### src/irrc_pkg.sv
`timescale 1ns / 1ps
// ----------------------------------------------------------------------------
// irrc_pkg
// Types, codes and helpers of the right-angle image rotate core.
// ----------------------------------------------------------------------------
package irrc_pkg;

  localparam int NUM_CH = 3;
  localparam int PIX_W  = 24;
  localparam int DIM_W  = 9;

  localparam logic [1:0] FUNC_WRITE  = 2'd0;
  localparam logic [1:0] FUNC_READ   = 2'd1;
  localparam logic [1:0] FUNC_ROTATE = 2'd2;

  localparam logic [1:0] ST_OK         = 2'd0;
  localparam logic [1:0] ST_BAD_ANGLE  = 2'd1;
  localparam logic [1:0] ST_NOT_SQUARE = 2'd2;

  localparam logic [1:0] CH_COUNT_RESET = 2'd3;

  localparam logic signed [10:0] ANG_0    = 11'sd0;
  localparam logic signed [10:0] ANG_P90  = 11'sd90;
  localparam logic signed [10:0] ANG_P180 = 11'sd180;
  localparam logic signed [10:0] ANG_P270 = 11'sd270;
  localparam logic signed [10:0] ANG_P360 = 11'sd360;
  localparam logic signed [10:0] ANG_N90  = -11'sd90;
  localparam logic signed [10:0] ANG_N180 = -11'sd180;
  localparam logic signed [10:0] ANG_N270 = -11'sd270;
  localparam logic signed [10:0] ANG_N360 = -11'sd360;

  typedef enum logic [1:0] {
    OP_WRITE,
    OP_READ,
    OP_ROTATE,
    OP_NONE
  } op_t;

  typedef struct packed {
    op_t              op;
    logic [7:0]       row;
    logic [7:0]       col;
    logic [PIX_W-1:0] pix;
    logic [1:0]       status;
    logic [1:0]       quarter;
    logic [DIM_W-1:0] org_y;
    logic [DIM_W-1:0] org_x;
    logic [DIM_W-1:0] reg_h;
    logic [DIM_W-1:0] reg_w;
    logic [DIM_W-1:0] new_w;
    logic [DIM_W-1:0] new_h;
    logic [DIM_W-1:0] new_x2;
    logic [DIM_W-1:0] new_y2;
  } cmd_t;

  function automatic logic [PIX_W-1:0] chan_mask(input logic [1:0] cc);
    logic [PIX_W-1:0] m;
    case (cc)
      2'd3:    m = 24'hFFFFFF;
      2'd2:    m = 24'h00FFFF;
      default: m = 24'h0000FF;
    endcase
    return m;
  endfunction

endpackage

### src/irrc_req_if.sv
`timescale 1ns / 1ps
// ----------------------------------------------------------------------------
// irrc_req_if
// Request channel: one operation per transaction.
// ----------------------------------------------------------------------------
interface irrc_req_if;
  logic               valid;
  logic               ready;
  logic [1:0]         func;
  logic [7:0]         row;
  logic [7:0]         col;
  logic [23:0]        pixel_value;
  logic signed [10:0] angle;
  logic [8:0]         sel_x1;
  logic [8:0]         sel_y1;
  logic [8:0]         sel_x2;
  logic [8:0]         sel_y2;
  logic [8:0]         img_width;
  logic [8:0]         img_height;

  modport source (output valid, func, row, col, pixel_value, angle, sel_x1, sel_y1,
                  sel_x2, sel_y2, img_width, img_height, input ready);
  modport sink   (input valid, func, row, col, pixel_value, angle, sel_x1, sel_y1,
                  sel_x2, sel_y2, img_width, img_height, output ready);
endinterface

### src/irrc_front.sv
`timescale 1ns / 1ps
// ----------------------------------------------------------------------------
// irrc_front
// Decodes requests, checks angle and selection, queues commands (2 deep).
// ----------------------------------------------------------------------------
module irrc_front (
  input  logic            clk,
  input  logic            rst,
  irrc_req_if.sink        req,
  output irrc_pkg::cmd_t  cmd,
  output logic            cmd_valid,
  input  logic            cmd_ready
);

  irrc_pkg::cmd_t dec;
  logic           ang_ok;
  logic [1:0]     quarter;
  logic           square;
  logic           whole;
  logic           push;
  logic           pop;

  irrc_pkg::cmd_t queue [2];
  logic           wr_ptr;
  logic           rd_ptr;
  logic [1:0]     count;

  always_comb begin
    ang_ok  = 1'b1;
    quarter = 2'd0;
    case (req.angle)
      irrc_pkg::ANG_0, irrc_pkg::ANG_P360, irrc_pkg::ANG_N360: quarter = 2'd0;
      irrc_pkg::ANG_P90, irrc_pkg::ANG_N270:                   quarter = 2'd1;
      irrc_pkg::ANG_P180, irrc_pkg::ANG_N180:                  quarter = 2'd2;
      irrc_pkg::ANG_P270, irrc_pkg::ANG_N90:                   quarter = 2'd3;
      default: ang_ok = 1'b0;
    endcase
  end

  assign square = ({1'b0, req.sel_y2} + {1'b0, req.sel_x1}) ==
                  ({1'b0, req.sel_x2} + {1'b0, req.sel_y1});
  assign whole  = (req.sel_x1 == '0) && (req.sel_y1 == '0) &&
                  (req.sel_x2 == req.img_width) && (req.sel_y2 == req.img_height);

  always_comb begin
    dec         = '0;
    dec.op      = irrc_pkg::OP_NONE;
    dec.row     = req.row;
    dec.col     = req.col;
    dec.pix     = req.pixel_value;
    dec.status  = irrc_pkg::ST_OK;
    dec.quarter = quarter;
    dec.new_w   = req.img_width;
    dec.new_h   = req.img_height;
    dec.new_x2  = req.sel_x2;
    dec.new_y2  = req.sel_y2;
    case (req.func)
      irrc_pkg::FUNC_WRITE: dec.op = irrc_pkg::OP_WRITE;
      irrc_pkg::FUNC_READ:  dec.op = irrc_pkg::OP_READ;
      irrc_pkg::FUNC_ROTATE: begin
        if (!ang_ok) begin
          dec.status = irrc_pkg::ST_BAD_ANGLE;
        end else if (!square && !whole) begin
          dec.status = irrc_pkg::ST_NOT_SQUARE;
        end else if (quarter != 2'd0) begin
          if (square) begin
            if (req.sel_x2 > req.sel_x1) begin
              dec.op    = irrc_pkg::OP_ROTATE;
              dec.org_y = req.sel_y1;
              dec.org_x = req.sel_x1;
              dec.reg_h = req.sel_x2 - req.sel_x1;
              dec.reg_w = req.sel_x2 - req.sel_x1;
            end
          end else begin
            if (req.img_width != '0 && req.img_height != '0) begin
              dec.op    = irrc_pkg::OP_ROTATE;
              dec.reg_h = req.img_height;
              dec.reg_w = req.img_width;
            end
            if (quarter[0]) begin
              dec.new_w  = req.img_height;
              dec.new_h  = req.img_width;
              dec.new_x2 = req.img_height;
              dec.new_y2 = req.img_width;
            end
          end
        end
      end
      default: dec.op = irrc_pkg::OP_NONE;
    endcase
  end

  assign req.ready = (count != 2'd2);
  assign push      = req.valid && req.ready;
  assign cmd_valid = (count != 2'd0);
  assign pop       = cmd_valid && cmd_ready;
  assign cmd       = queue[rd_ptr];

  always_ff @(posedge clk) begin
    if (push) begin
      queue[wr_ptr] <= dec;
    end
  end

  always_ff @(posedge clk) begin
    if (rst) begin
      wr_ptr <= 1'b0;
      rd_ptr <= 1'b0;
      count  <= 2'd0;
    end else begin
      if (push) wr_ptr <= ~wr_ptr;
      if (pop)  rd_ptr <= ~rd_ptr;
      count <= count + {1'b0, push} - {1'b0, pop};
    end
  end

endmodule

### src/flat_wrapper.sv
// flat-port wrapper written by rule: the top's interface ports become plain ports
module irrc_front_flat 
  (clk, rst, cmd, cmd_valid, cmd_ready, req_valid, req_func, req_row, req_col, req_pixel_value, req_angle, req_sel_x1, req_sel_y1, req_sel_x2, req_sel_y2, req_img_width, req_img_height, req_ready);
  irrc_req_if req_i ();
  input  logic clk;
  input  logic rst;
  output irrc_pkg::cmd_t cmd;
  output logic cmd_valid;
  input  logic cmd_ready;
  input wire logic [$bits(req_i.valid)-1:0] req_valid;
  input wire logic [$bits(req_i.func)-1:0] req_func;
  input wire logic [$bits(req_i.row)-1:0] req_row;
  input wire logic [$bits(req_i.col)-1:0] req_col;
  input wire logic [$bits(req_i.pixel_value)-1:0] req_pixel_value;
  input wire logic [$bits(req_i.angle)-1:0] req_angle;
  input wire logic [$bits(req_i.sel_x1)-1:0] req_sel_x1;
  input wire logic [$bits(req_i.sel_y1)-1:0] req_sel_y1;
  input wire logic [$bits(req_i.sel_x2)-1:0] req_sel_x2;
  input wire logic [$bits(req_i.sel_y2)-1:0] req_sel_y2;
  input wire logic [$bits(req_i.img_width)-1:0] req_img_width;
  input wire logic [$bits(req_i.img_height)-1:0] req_img_height;
  output wire logic [$bits(req_i.ready)-1:0] req_ready;
  assign req_i.valid = req_valid;
  assign req_i.func = req_func;
  assign req_i.row = req_row;
  assign req_i.col = req_col;
  assign req_i.pixel_value = req_pixel_value;
  assign req_i.angle = req_angle;
  assign req_i.sel_x1 = req_sel_x1;
  assign req_i.sel_y1 = req_sel_y1;
  assign req_i.sel_x2 = req_sel_x2;
  assign req_i.sel_y2 = req_sel_y2;
  assign req_i.img_width = req_img_width;
  assign req_i.img_height = req_img_height;
  assign req_ready = req_i.ready;
  irrc_front u_core (.clk(clk), .rst(rst), .req(req_i), .cmd(cmd), .cmd_valid(cmd_valid), .cmd_ready(cmd_ready));
endmodule
### config.mk
export PLATFORM = sky130hd
export DESIGN_NAME = irrc_front_flat
export DESIGN_NICKNAME = d
export VERILOG_FILES = /design/src/irrc_pkg.sv /design/src/irrc_req_if.sv /design/src/irrc_front.sv /design/src/flat_wrapper.sv
export SDC_FILE = /design/constraint.sdc
export NUM_CORES = 1
export LEC_CHECK = 0
export CAP_MARGIN = 20
export CORE_MARGIN = 8
export CORE_UTILIZATION = 30
export CTS_BUF_LIST = sky130_fd_sc_hd__clkbuf_16
export DETAILED_ROUTE_END_ITERATION = 6
export DONT_BUFFER_PORTS = 1
export HOLD_SLACK_MARGIN = 0.15
export SYNTH_ARGS = -nofsm -noshare
export SYNTH_HDL_FRONTEND = slang
export SYNTH_SLANG_ARGS = --single-unit
### constraint.sdc
create_clock -name clk -period 9.78 [get_ports clk]
set_input_delay 0.978 -clock clk [delete_from_list [all_inputs] [get_ports clk]]
set_output_delay 0.978 -clock clk [all_outputs]
set_load 0.02 [all_outputs]
Word level (Yosys, flattened, before mapping)
Memories as Yosys holds them, arrays and structs flattened. A register that Yosys moved wholly into a read port is not among the register bits.
Index checks and enable logic that the tools add are counted.
W data, S select, Z words.
- register bits: 4
- latch bits: 0
- bits in writable memories: 236
- memory bits (read-only): 0
- input port bits: 111
- output and inout port bits: 120
- logic and storage cells: 73
- memories kept: 1
- $add $sub $neg: 5
- $mul: 0
- div/mod/pow operators: 0
- magnitude comparators: 1
- equal/unequal tests: 14
- shift-type cells: 0
- mux-type cells: 26
- bitwise gates (word level): 2
- reduce and logical (&&, ||, !) cells: 21
- memories (name ; depth ; width ; read ports ; clocked after Yosys merged registers in ; wr ports ; RTL line ; source):
    u_core.queue ; 2 ; 118 ; 1 ; 1 ; 1 ; irrc_front.sv:23 ; irrc_pkg::cmd_t queue [2];
- operator list (kind ; number):
    $mux W72 ; 4
    $mux W36 ; 3
    $mux W18 ; 3
    $eq A11 B11 Y1 const B ; 4
    $eq A11 B9 Y1 const B ; 2
    $add A9 B9 Y10 ; 2
    $eq A9 B9 Y1 ; 2
    $logic_not A9 Y1 ; 2
    $reduce_bool A9 Y1 ; 2
    $mux W2 ; 7
    $pmux W2 S3 ; 2
    $eq A11 B7 Y1 const B ; 1
    $eq A11 B8 Y1 const B ; 1
    $logic_not A11 Y1 ; 1
    $eq A10 B10 Y1 ; 1
    $gt A9 B9 Y1 ; 1
    $reduce_or A9 Y1 ; 1
    $sub A9 B9 Y9 ; 1
    $logic_and A1 B1 Y1 ; 7
    $mux W1 ; 7
    $reduce_or A2 Y1 ; 3
    $reduce_bool A2 Y1 ; 2
    $add A2 B1 Y2 ; 1
    $eq A2 B1 Y1 const B ; 1
    6 further kinds ; 8

Logic depth before layout (Yosys ltp)
Gate-level depths: netlist of run 1.
- word-level depth: 9
- gate-level depth with buffers: 13
- gate-level depth less buffers: 12

Worst setup path before layout of run 1
OpenSTA, ideal clock, no wires.
- path kind: input to register
- from: input req_valid
- to: memory u_core.queue[0][0] (netlist name), enable pin
- setup time: 0.597 ns
- arrival: 5.982 ns
- data required time: 9.183 ns
- slack: 3.201 ns
- stages on the path: 2
- path buffers: 0
- cells stage by stage: nand2_1 > nor2_1
- longest elaborated chain between the ends: 3
- RTL lines (item ; RTL line ; source):
    from (decl) ; flat_wrapper.sv:10 ; input wire logic [$bits(req_i.valid)-1:0] req_valid;
    $logic_and A1 B1 Y1 ; irrc_front.sv:94 ; assign push = req.valid && req.ready;
    $mux W1 ; irrc_front.sv:100 ; if (push) begin
    $mux W1 (implied by the code) ; irrc_front.sv:101 ; queue[wr_ptr] <= dec;
    to (decl) ; irrc_front.sv:23 ;
Every way passes these cells.

==> summary.md, run 1 <==
| Metric | Value |
|---|---|
| # clock sinks | 241 |
| Yosys reg bits | 241 |
| CTS tree | done |
| Final Util | 0.345 |
| Synth Area in Simple Gates | 0.0683 |
| Xor/xnor share of the synthesized area | 0.0391 |
| Hold Crit Class | in -> reg |
| Via count | about 6500 |
| Number of fill cells | 3618 |
| Detail Placement HPWL | roughly 22000 um |
| Crit Path Max Fanout | 11 |
| RSZ-0062 raised after global routing | false |
| EDFF count, synth | 236 |
| WS Path Type | in -> reg |
| Worst reg2reg path depth | 4 |
| Synth cell types | 63 |
| Main combinational cell family by area after synthesis | multiplexers |
| Synth Cell Area | 11400 um^2 |
| Worst endpoint data arrival time | 4.43 ns |
| Hold Slack | 0.489 ns |
| DP Area | 12000 um^2 |
| Reg clk slew, reported paths | 0.06 ns |
| CTS HTree Levels | 1 |
| FP Rows | 71 |
| # IOs | 231 |
| Critical Path Start | req_sel_x2[0] |
| Setup violators final | 0 |
| Max Cap Viol | 0 |
| Sequential share of the synthesized area | 0.630 |
| Status | completed |
| Startpoint types | primary input |
| CTS resizes | 0 |
| Mean post-synth cell area | 15.3 um^2 |
| GR Util All Layers | 0.139 |
| Reg2Reg Setup Slack | between 6 and 7 ns |
| Port bufs | 0 |
| Slew margin rel. | 0.379 |
| Post-CTS Setup Bufs | 0 |
| Final nets | between 900 and 1000 |
| Synth top area cells | edfxtp_1 62%, mux2_2 15%, ha_1 3.2% |
| Vias per inst | 5.01 |
| Compound-cell area share of the yosys netlist | 0.0567 |
| Die W | approximately 210 um |
| Die Height | 211 um |
| IR drop worst, VDD | ~0.00014 V |
| Period utilization | 0.420 |
| Largest net degree at the start of global routing | 64 |
| 1st-pass router iterations | 7 |
| CP Capture Point | u_core.queue[0][52] |
| Post-Route WL | 32100 um |
| Slew @ Worst Pin | 0.929 ns |
| Synth Instances | ~750 |
| Slew Limit Fails | 0 |
| Setup_tns | 0 ns |
| Final antenna-violating net count | 0 |
| FF-to-FF Start | u_core.count[0] |
| Longest Clk Path Bufs | 3 |
| Die area | 44500 um^2 |
| Final hold vios | 0 |
| Cell taking the most area after synthesis | edfxtp_1 |
| Leakage power | between 0.004 and 0.005 uW |
| Main synth FF type | edfxtp_1 |
| Antenna violations before repair | 0 |
| WL/cell | 24.9 um |
| Post-synth ARST share | 0 |
| Placer Congestion | 0.837 |
| CTS Buf Count | 28 |
| Post-route cell area | around 13000 um^2 |
| Area delta synth->final | 13.6% |
| Worst EP required | 10.10 ns |
| Vias in the first global route | around 6600 |
| F_max | 243 MHz |
| Hold Crit Depth | 1 |
| Clock Latency Late Sink | 0.55 ns |
| CTS root buffer | clkbuf_16 |
| Ys Warns | 0 |
| Syn nets | 890 |
| Grt total ovfl | 0 |
| DRC errors left | 0 |
| Hold_buf cts | 0 |
| Core ar. | 37600 um^2 |
| Final min period | 4.11 ns |
| Multiplexer share of the synthesized area | 0.152 |
| Yosys top cell area share | 0.622 |
| Cell area power density | about 250 nW/um^2 |
| Reg-to-Reg End | u_core.queue[0][116] |
| Initial Utilization | 0.303 |
| CP Capture Type | flip-flop |
| Post-synthesis adder-cell area fraction | 0.0371 |
| Clock skew | 0.00531 ns |
| Initial DRC count | a little under 400 |
| First-pass GRT wire length | between 40000 and 50000 um |
| N_diodes | 0 |
| Layout cell share with drive strength beyond 1 | 0.280 |
## area by class of cell
class | instances | area, um^2 | area share
inverters | 21 | 78.8 | 0.00609
clock buffers | 29 | 726 | 0.0560
flip-flops and latches | 241 | 7190 | 0.555
repair buffers | 7 | 52.6 | 0.00406
well taps | 511 | 639 | 0.0494
clock inverters | 22 | 219 | 0.0169
multi-input cells | 459 | 4050 | 0.312
## state kept, by name (all words and copies together) (netlist names), named ones only
register,flops
u_core.count,2
u_core.queue,236
u_core.rd_ptr,1
u_core.wr_ptr,1
## worst max-delay path: stages
cell	delay, ns
ha_1	0.16
inv_1	0.07
fa_1	0.40
nor2b_1	0.17
o221a_2	0.25
o32ai_1	0.09
a311oi_2	0.23
xnor2_1	0.12
nor4_2	0.80
nand3_1	0.62
a221oi_1	0.54
## how the worst min path moves through the flow
stage / start / slack (ns) / to
floorplan: u_core.rd_ptr / 0.48 / flip-flop
global placement: u_core.rd_ptr / 0.50 / u_core.rd_ptr
detailed placement: u_core.rd_ptr / 0.51 / flip-flop
CTS: rst / 0.45 / flip-flop
global route: rst / 0.46 / u_core.wr_ptr
finish: rst / 0.49 / flip-flop
## logic make-up after synthesis
group,after synthesis
buffers and inverters,47
flip-flops,241
AO/OA/AOI/OAI,84
adder cells (fa/ha/maj),32
XOR/XNOR,50
multiplexers,154
AND/OR/NAND/NOR,139
## cell usage in the layout, fill, tap and decap left out, drive strengths merged, types with 4 or more instances in the layout
master  synthesis  final
a21o            6      6
a22o            7      7
inv            21     27
mux2          154    154
nor2b           7      7
a21oi          12     12
nand4           6      6
buf            10      7
a221oi         11     11
nor4           12     12
xnor2          23     23
nor3           10     10
nand2b          4      4
dfxtp           5      5
clkinv          0      9
clkbuf         16     29
o21ai           8      8
bufinv          0      4
xor2           27     27
a211oi          4      4
nand3          14     14
or4             4      4
edfxtp        236    236
nand2          18     18
and2           20     20
nor2           27     27
o211ai         11     11
o22ai           4      4
ha             29     29
## metal layers
metal | vias to the layer above | part of all wire | routed length (um) | GRT usage
li1 | 2937 | - | - | -
met1 | 3220 | 0.39 | 12400 | 0.162
met3 | 66 | 0.12 | 3770 | 0.0690
met5 | - | 0 | 0 | 0
met2 | 243 | 0.46 | 14900 | 0.221
met4 | 0 | 0.035 | 1110 | 0.0485
## through the flow
step | total power (uW) | setup WS [ns] | cells
6_report | 3200 | 5.67 | 1290
5_1_grt | 3340 | 5.37 | 1290
4_1_cts | 3260 | 5.79 | 1290
3_5_place_dp | 2180 | 5.18 | 1239
3_3_place_gp | 2180 | 5.33 | 1239
2_1_floorplan | 2020 | 3.20 | 747
## power by group
group / switching (uW) / internal, uW / leakage (uW)
combinational: 522 / 248 / 0.00155
sequential: 63.6 / 1310 / 0.00227
clock: 420 / 642 / 0.000474
total: 1010 / 2200 / 0.00430
## cell usage after synthesis, types with 3 or more instances
master    instances
mux2_2          153
or3_1             3
o211ai_1         11
clkbuf_1         16
buf_2             7
a21o_1            6
nor3_1           10
o22ai_1           4
nor2b_1           7
nand3_1          14
nand4_1           6
o41ai_1           3
inv_1            21
or4_1             3
nor2_1           27
edfxtp_1        236
nand2_1          18
a22o_1            7
o21ai_0           7
xnor2_1          23
ha_1             29
dfxtp_1           5
buf_1             3
nor4_1           10
xor2_1           26
fa_1              3
nand2b_1          4
a221oi_1          9
a211oi_1          3
and2_1           20
nor4b_1           3
a21oi_1          12
No activity file was read; power rests on OpenSTA's default activity.
==> run 2: changes to the inputs <==
- clock period: 9.78 -> 3.92 ns (I/O delays scaled with it)
==> run 2 against run 1 <==
Effect of this change:
- clock-buffer cell count unchanged
- worst setup slack got worse by 5.2 ns
- critical path depth increased by 3
- die area unchanged
- combinational power increased to 2.8 times the previous value
- critical endpoint is now u_core.queue[0][33]
- critical path type unchanged
- highest routed layer unchanged
==> summary.md, run 2 (same netlist as run 1, synthesis figures left out) <==
| Metric | Value |
|---|---|
| Placer Congestion | 0.853 (+1.9%) |
| CP Capture Type | flip-flop |
| CTS HTree Levels | 1 (unchanged) |
| IR drop worst, VDD | 0.000383 V (+170%) |
| Via count | 7015 (+8.5%) |
| Grt total ovfl | 0 (unchanged) |
| Port bufs | 0 (unchanged) |
| RSZ-0062 raised after global routing | false |
| Hold Crit Class | in -> reg |
| Area delta synth->final | 23.7% |
| Crit Path Max Fanout | 36 (+25) |
| Final Util | 0.375 (+0.0305) |
| Final min period | 3.46 ns |
| Die W | 211 um (unchanged) |
| Die Height | 211 um (unchanged) |
| Clock Latency Late Sink | 0.55 ns (about the same) |
| Period utilization | 0.882 |
| # clock sinks | 241 (unchanged) |
| Clock skew | 0.00732 ns (+0.00201 ns) |
| 1st-pass router iterations | 5 (-2) |
| Setup_tns | 0 ns (unchanged) |
| Commonest non-fill, non-tap cell in the layout | edfxtp_1 |
| Layout cell share with drive strength beyond 1 | 0.244 (-0.0363) |
| Reg2Reg Setup Slack | 1.82 ns (-5.07 ns) |
| CTS resizes | 0 (unchanged) |
| Number of fill cells | 3519 (-2.7%) |
| Largest net degree at the start of global routing | 78 (+22%) |
| FF-to-FF Start | u_core.count[0] |
| Longest Clk Path Bufs | 3 (unchanged) |
| Initial DRC count | 485 (+22%) |
| Biggest register | u_core.queue |
| CTS tree | done |
| Slew margin rel. | 0.611 (+0.232) |
| CTS root buffer | clkbuf_16 |
| Startpoint types | primary input |
| Status | completed |
| Initial Utilization | 0.303 (unchanged) |
| WS Path Type | in -> reg |
| Cell area power density | 561 nW/um^2 (+130%) |
| Post-route cell area | 14100 um^2 (+8.8%) |
| Detail Placement HPWL | 22500 um (+0.47%) |
| DRC errors left | 0 (unchanged) |
| Vias in the first global route | 7124 (+8.6%) |
| F_max | around 290 MHz |
| Slew Limit Fails | 0 (unchanged) |
| Final antenna-violating net count | 0 (unchanged) |
| GR Util All Layers | 0.149 (+0.00999) |
| # IOs | 231 (unchanged) |
| CTS Buf Count | 28 (unchanged) |
| FP Rows | 71 (unchanged) |
| Setup violators final | 0 (unchanged) |
| Worst EP required | 4.21 ns (-5.89 ns) |
| Max Cap Viol | 0 (unchanged) |
| Most frequent cells in the layout | 236 x edfxtp_1, 153 x mux2_2, 112 x dlygate4sd3_1 |
| Die area | 44500 um^2 (unchanged) |
| Post-Route WL | 34400 um (+6.9%) |
| Leakage power | 0.00477 uW (+11%) |
| Hold Startpoint | req_img_height[3] |
| Critical Path Start | req_sel_x2[0] |
| Reg clk slew, reported paths | 0.06 ns (about the same) |
| Antenna violations before repair | 0 (unchanged) |
| WL/cell | 24.4 um (-2.1%) |
| First-pass GRT wire length | 49100 um (+7.2%) |
| Slew @ Worst Pin | 0.576 ns (-0.353 ns) |
| Worst endpoint data arrival time | 3.75 ns (-0.68 ns) |
| Final nets | 1019 (+13%) |
| Number of flip-flops in the largest register | 236 (unchanged) |
| Core ar. | 37600 um^2 (unchanged) |
| Final hold vios | 0 (unchanged) |
| Vias per inst | 4.98 (-0.67%) |
| Top Registers | u_core.queue (236), u_core.count (2) |
| DP Area | 12100 um^2 (+0.90%) |
## run 2: cell types whose count changed in the layout (fill, tap and decap cells not counted), sizes merged
cell / before / now
dlygate4sd3: 0 / 112
bufinv: 4 / 1
clkinv: 9 / 10
diode: 0 / 3
buf: 7 / 13
## run 2: path summary, 6_finish.rpt
path / endpoint / cells after the start
worst min-delay path: u_core.queue[1][48] / 2
worst min register to register: flip-flop / 2
worst max-delay path: u_core.queue[0][33] / 14
worst max register to register: u_core.queue[1][84] / 3
## run 2: per-layer routing
| metal | GRT usage | vias up | share of wire |
|---|---|---|---|
| met5 | 0 | - | 0 |
| met4 | 0.0485 | 0 | 0.032 |
| met3 | 0.0549 | 57 | 0.088 |
| met2 | 0.245 | 283 | 0.47 |
| met1 | 0.180 | 3510 | 0.41 |
| li1 | - | 3165 | - |
## run 2: metrics by stage
stage          std cells  total power, uW  hold slack, ns  setup slack, ns
2_1_floorplan        747             5010           0.464           0.0373
3_3_place_gp        1245             5470           0.458            0.353
3_5_place_dp        1245             5490           0.458            0.277
4_1_cts             1406             8060           0.151            0.517
5_1_grt             1406             8260           0.176            0.364
6_report            1409             7910           0.191            0.463
## run 2: power by group
group,switching (uW),internal [uW],total (uW)
Clock,1020,1390,2410
Sequential,124,3260,3380
Combinational,1390,724,2120
Total,2530,5380,7910
## run 2: area by class of cell
| type | instances | area [um^2] | share of cell area |
|---|---|---|---|
| Tap cell | 511 | 639 | 0.0453 |
| Multi-Input combinational cell | 459 | 4050 | 0.287 |
| Timing Repair Buffer | 125 | 1280 | 0.0909 |
| Antenna cell | 3 | 7.51 | 0.000532 |
| Inverter | 21 | 78.8 | 0.00559 |
| Clock inverter | 20 | 128 | 0.00905 |
| Clock buffer | 29 | 726 | 0.0515 |
| Sequential cell | 241 | 7190 | 0.510 |
## run 2: worst max-delay path, stage by stage
cell and delay (ns):
ha_1 0.16, inv_1 0.07, fa_1 0.40, nor2b_1 0.17, o221a_2 0.26, o32ai_1 0.09
a311oi_2 0.23, xnor2_1 0.19, nor4_2 0.09, buf_4 0.17, a211oi_4 0.27, buf_12 0.27
mux2_2 0.37, dlygate4sd3_1 0.57
## run 2: repair_timing
item | 4_1_cts | 5_1_grt
hold buffers | 112 | 0
setup buffers | 0 | 0
hold endpoints to repair | 213 | 0
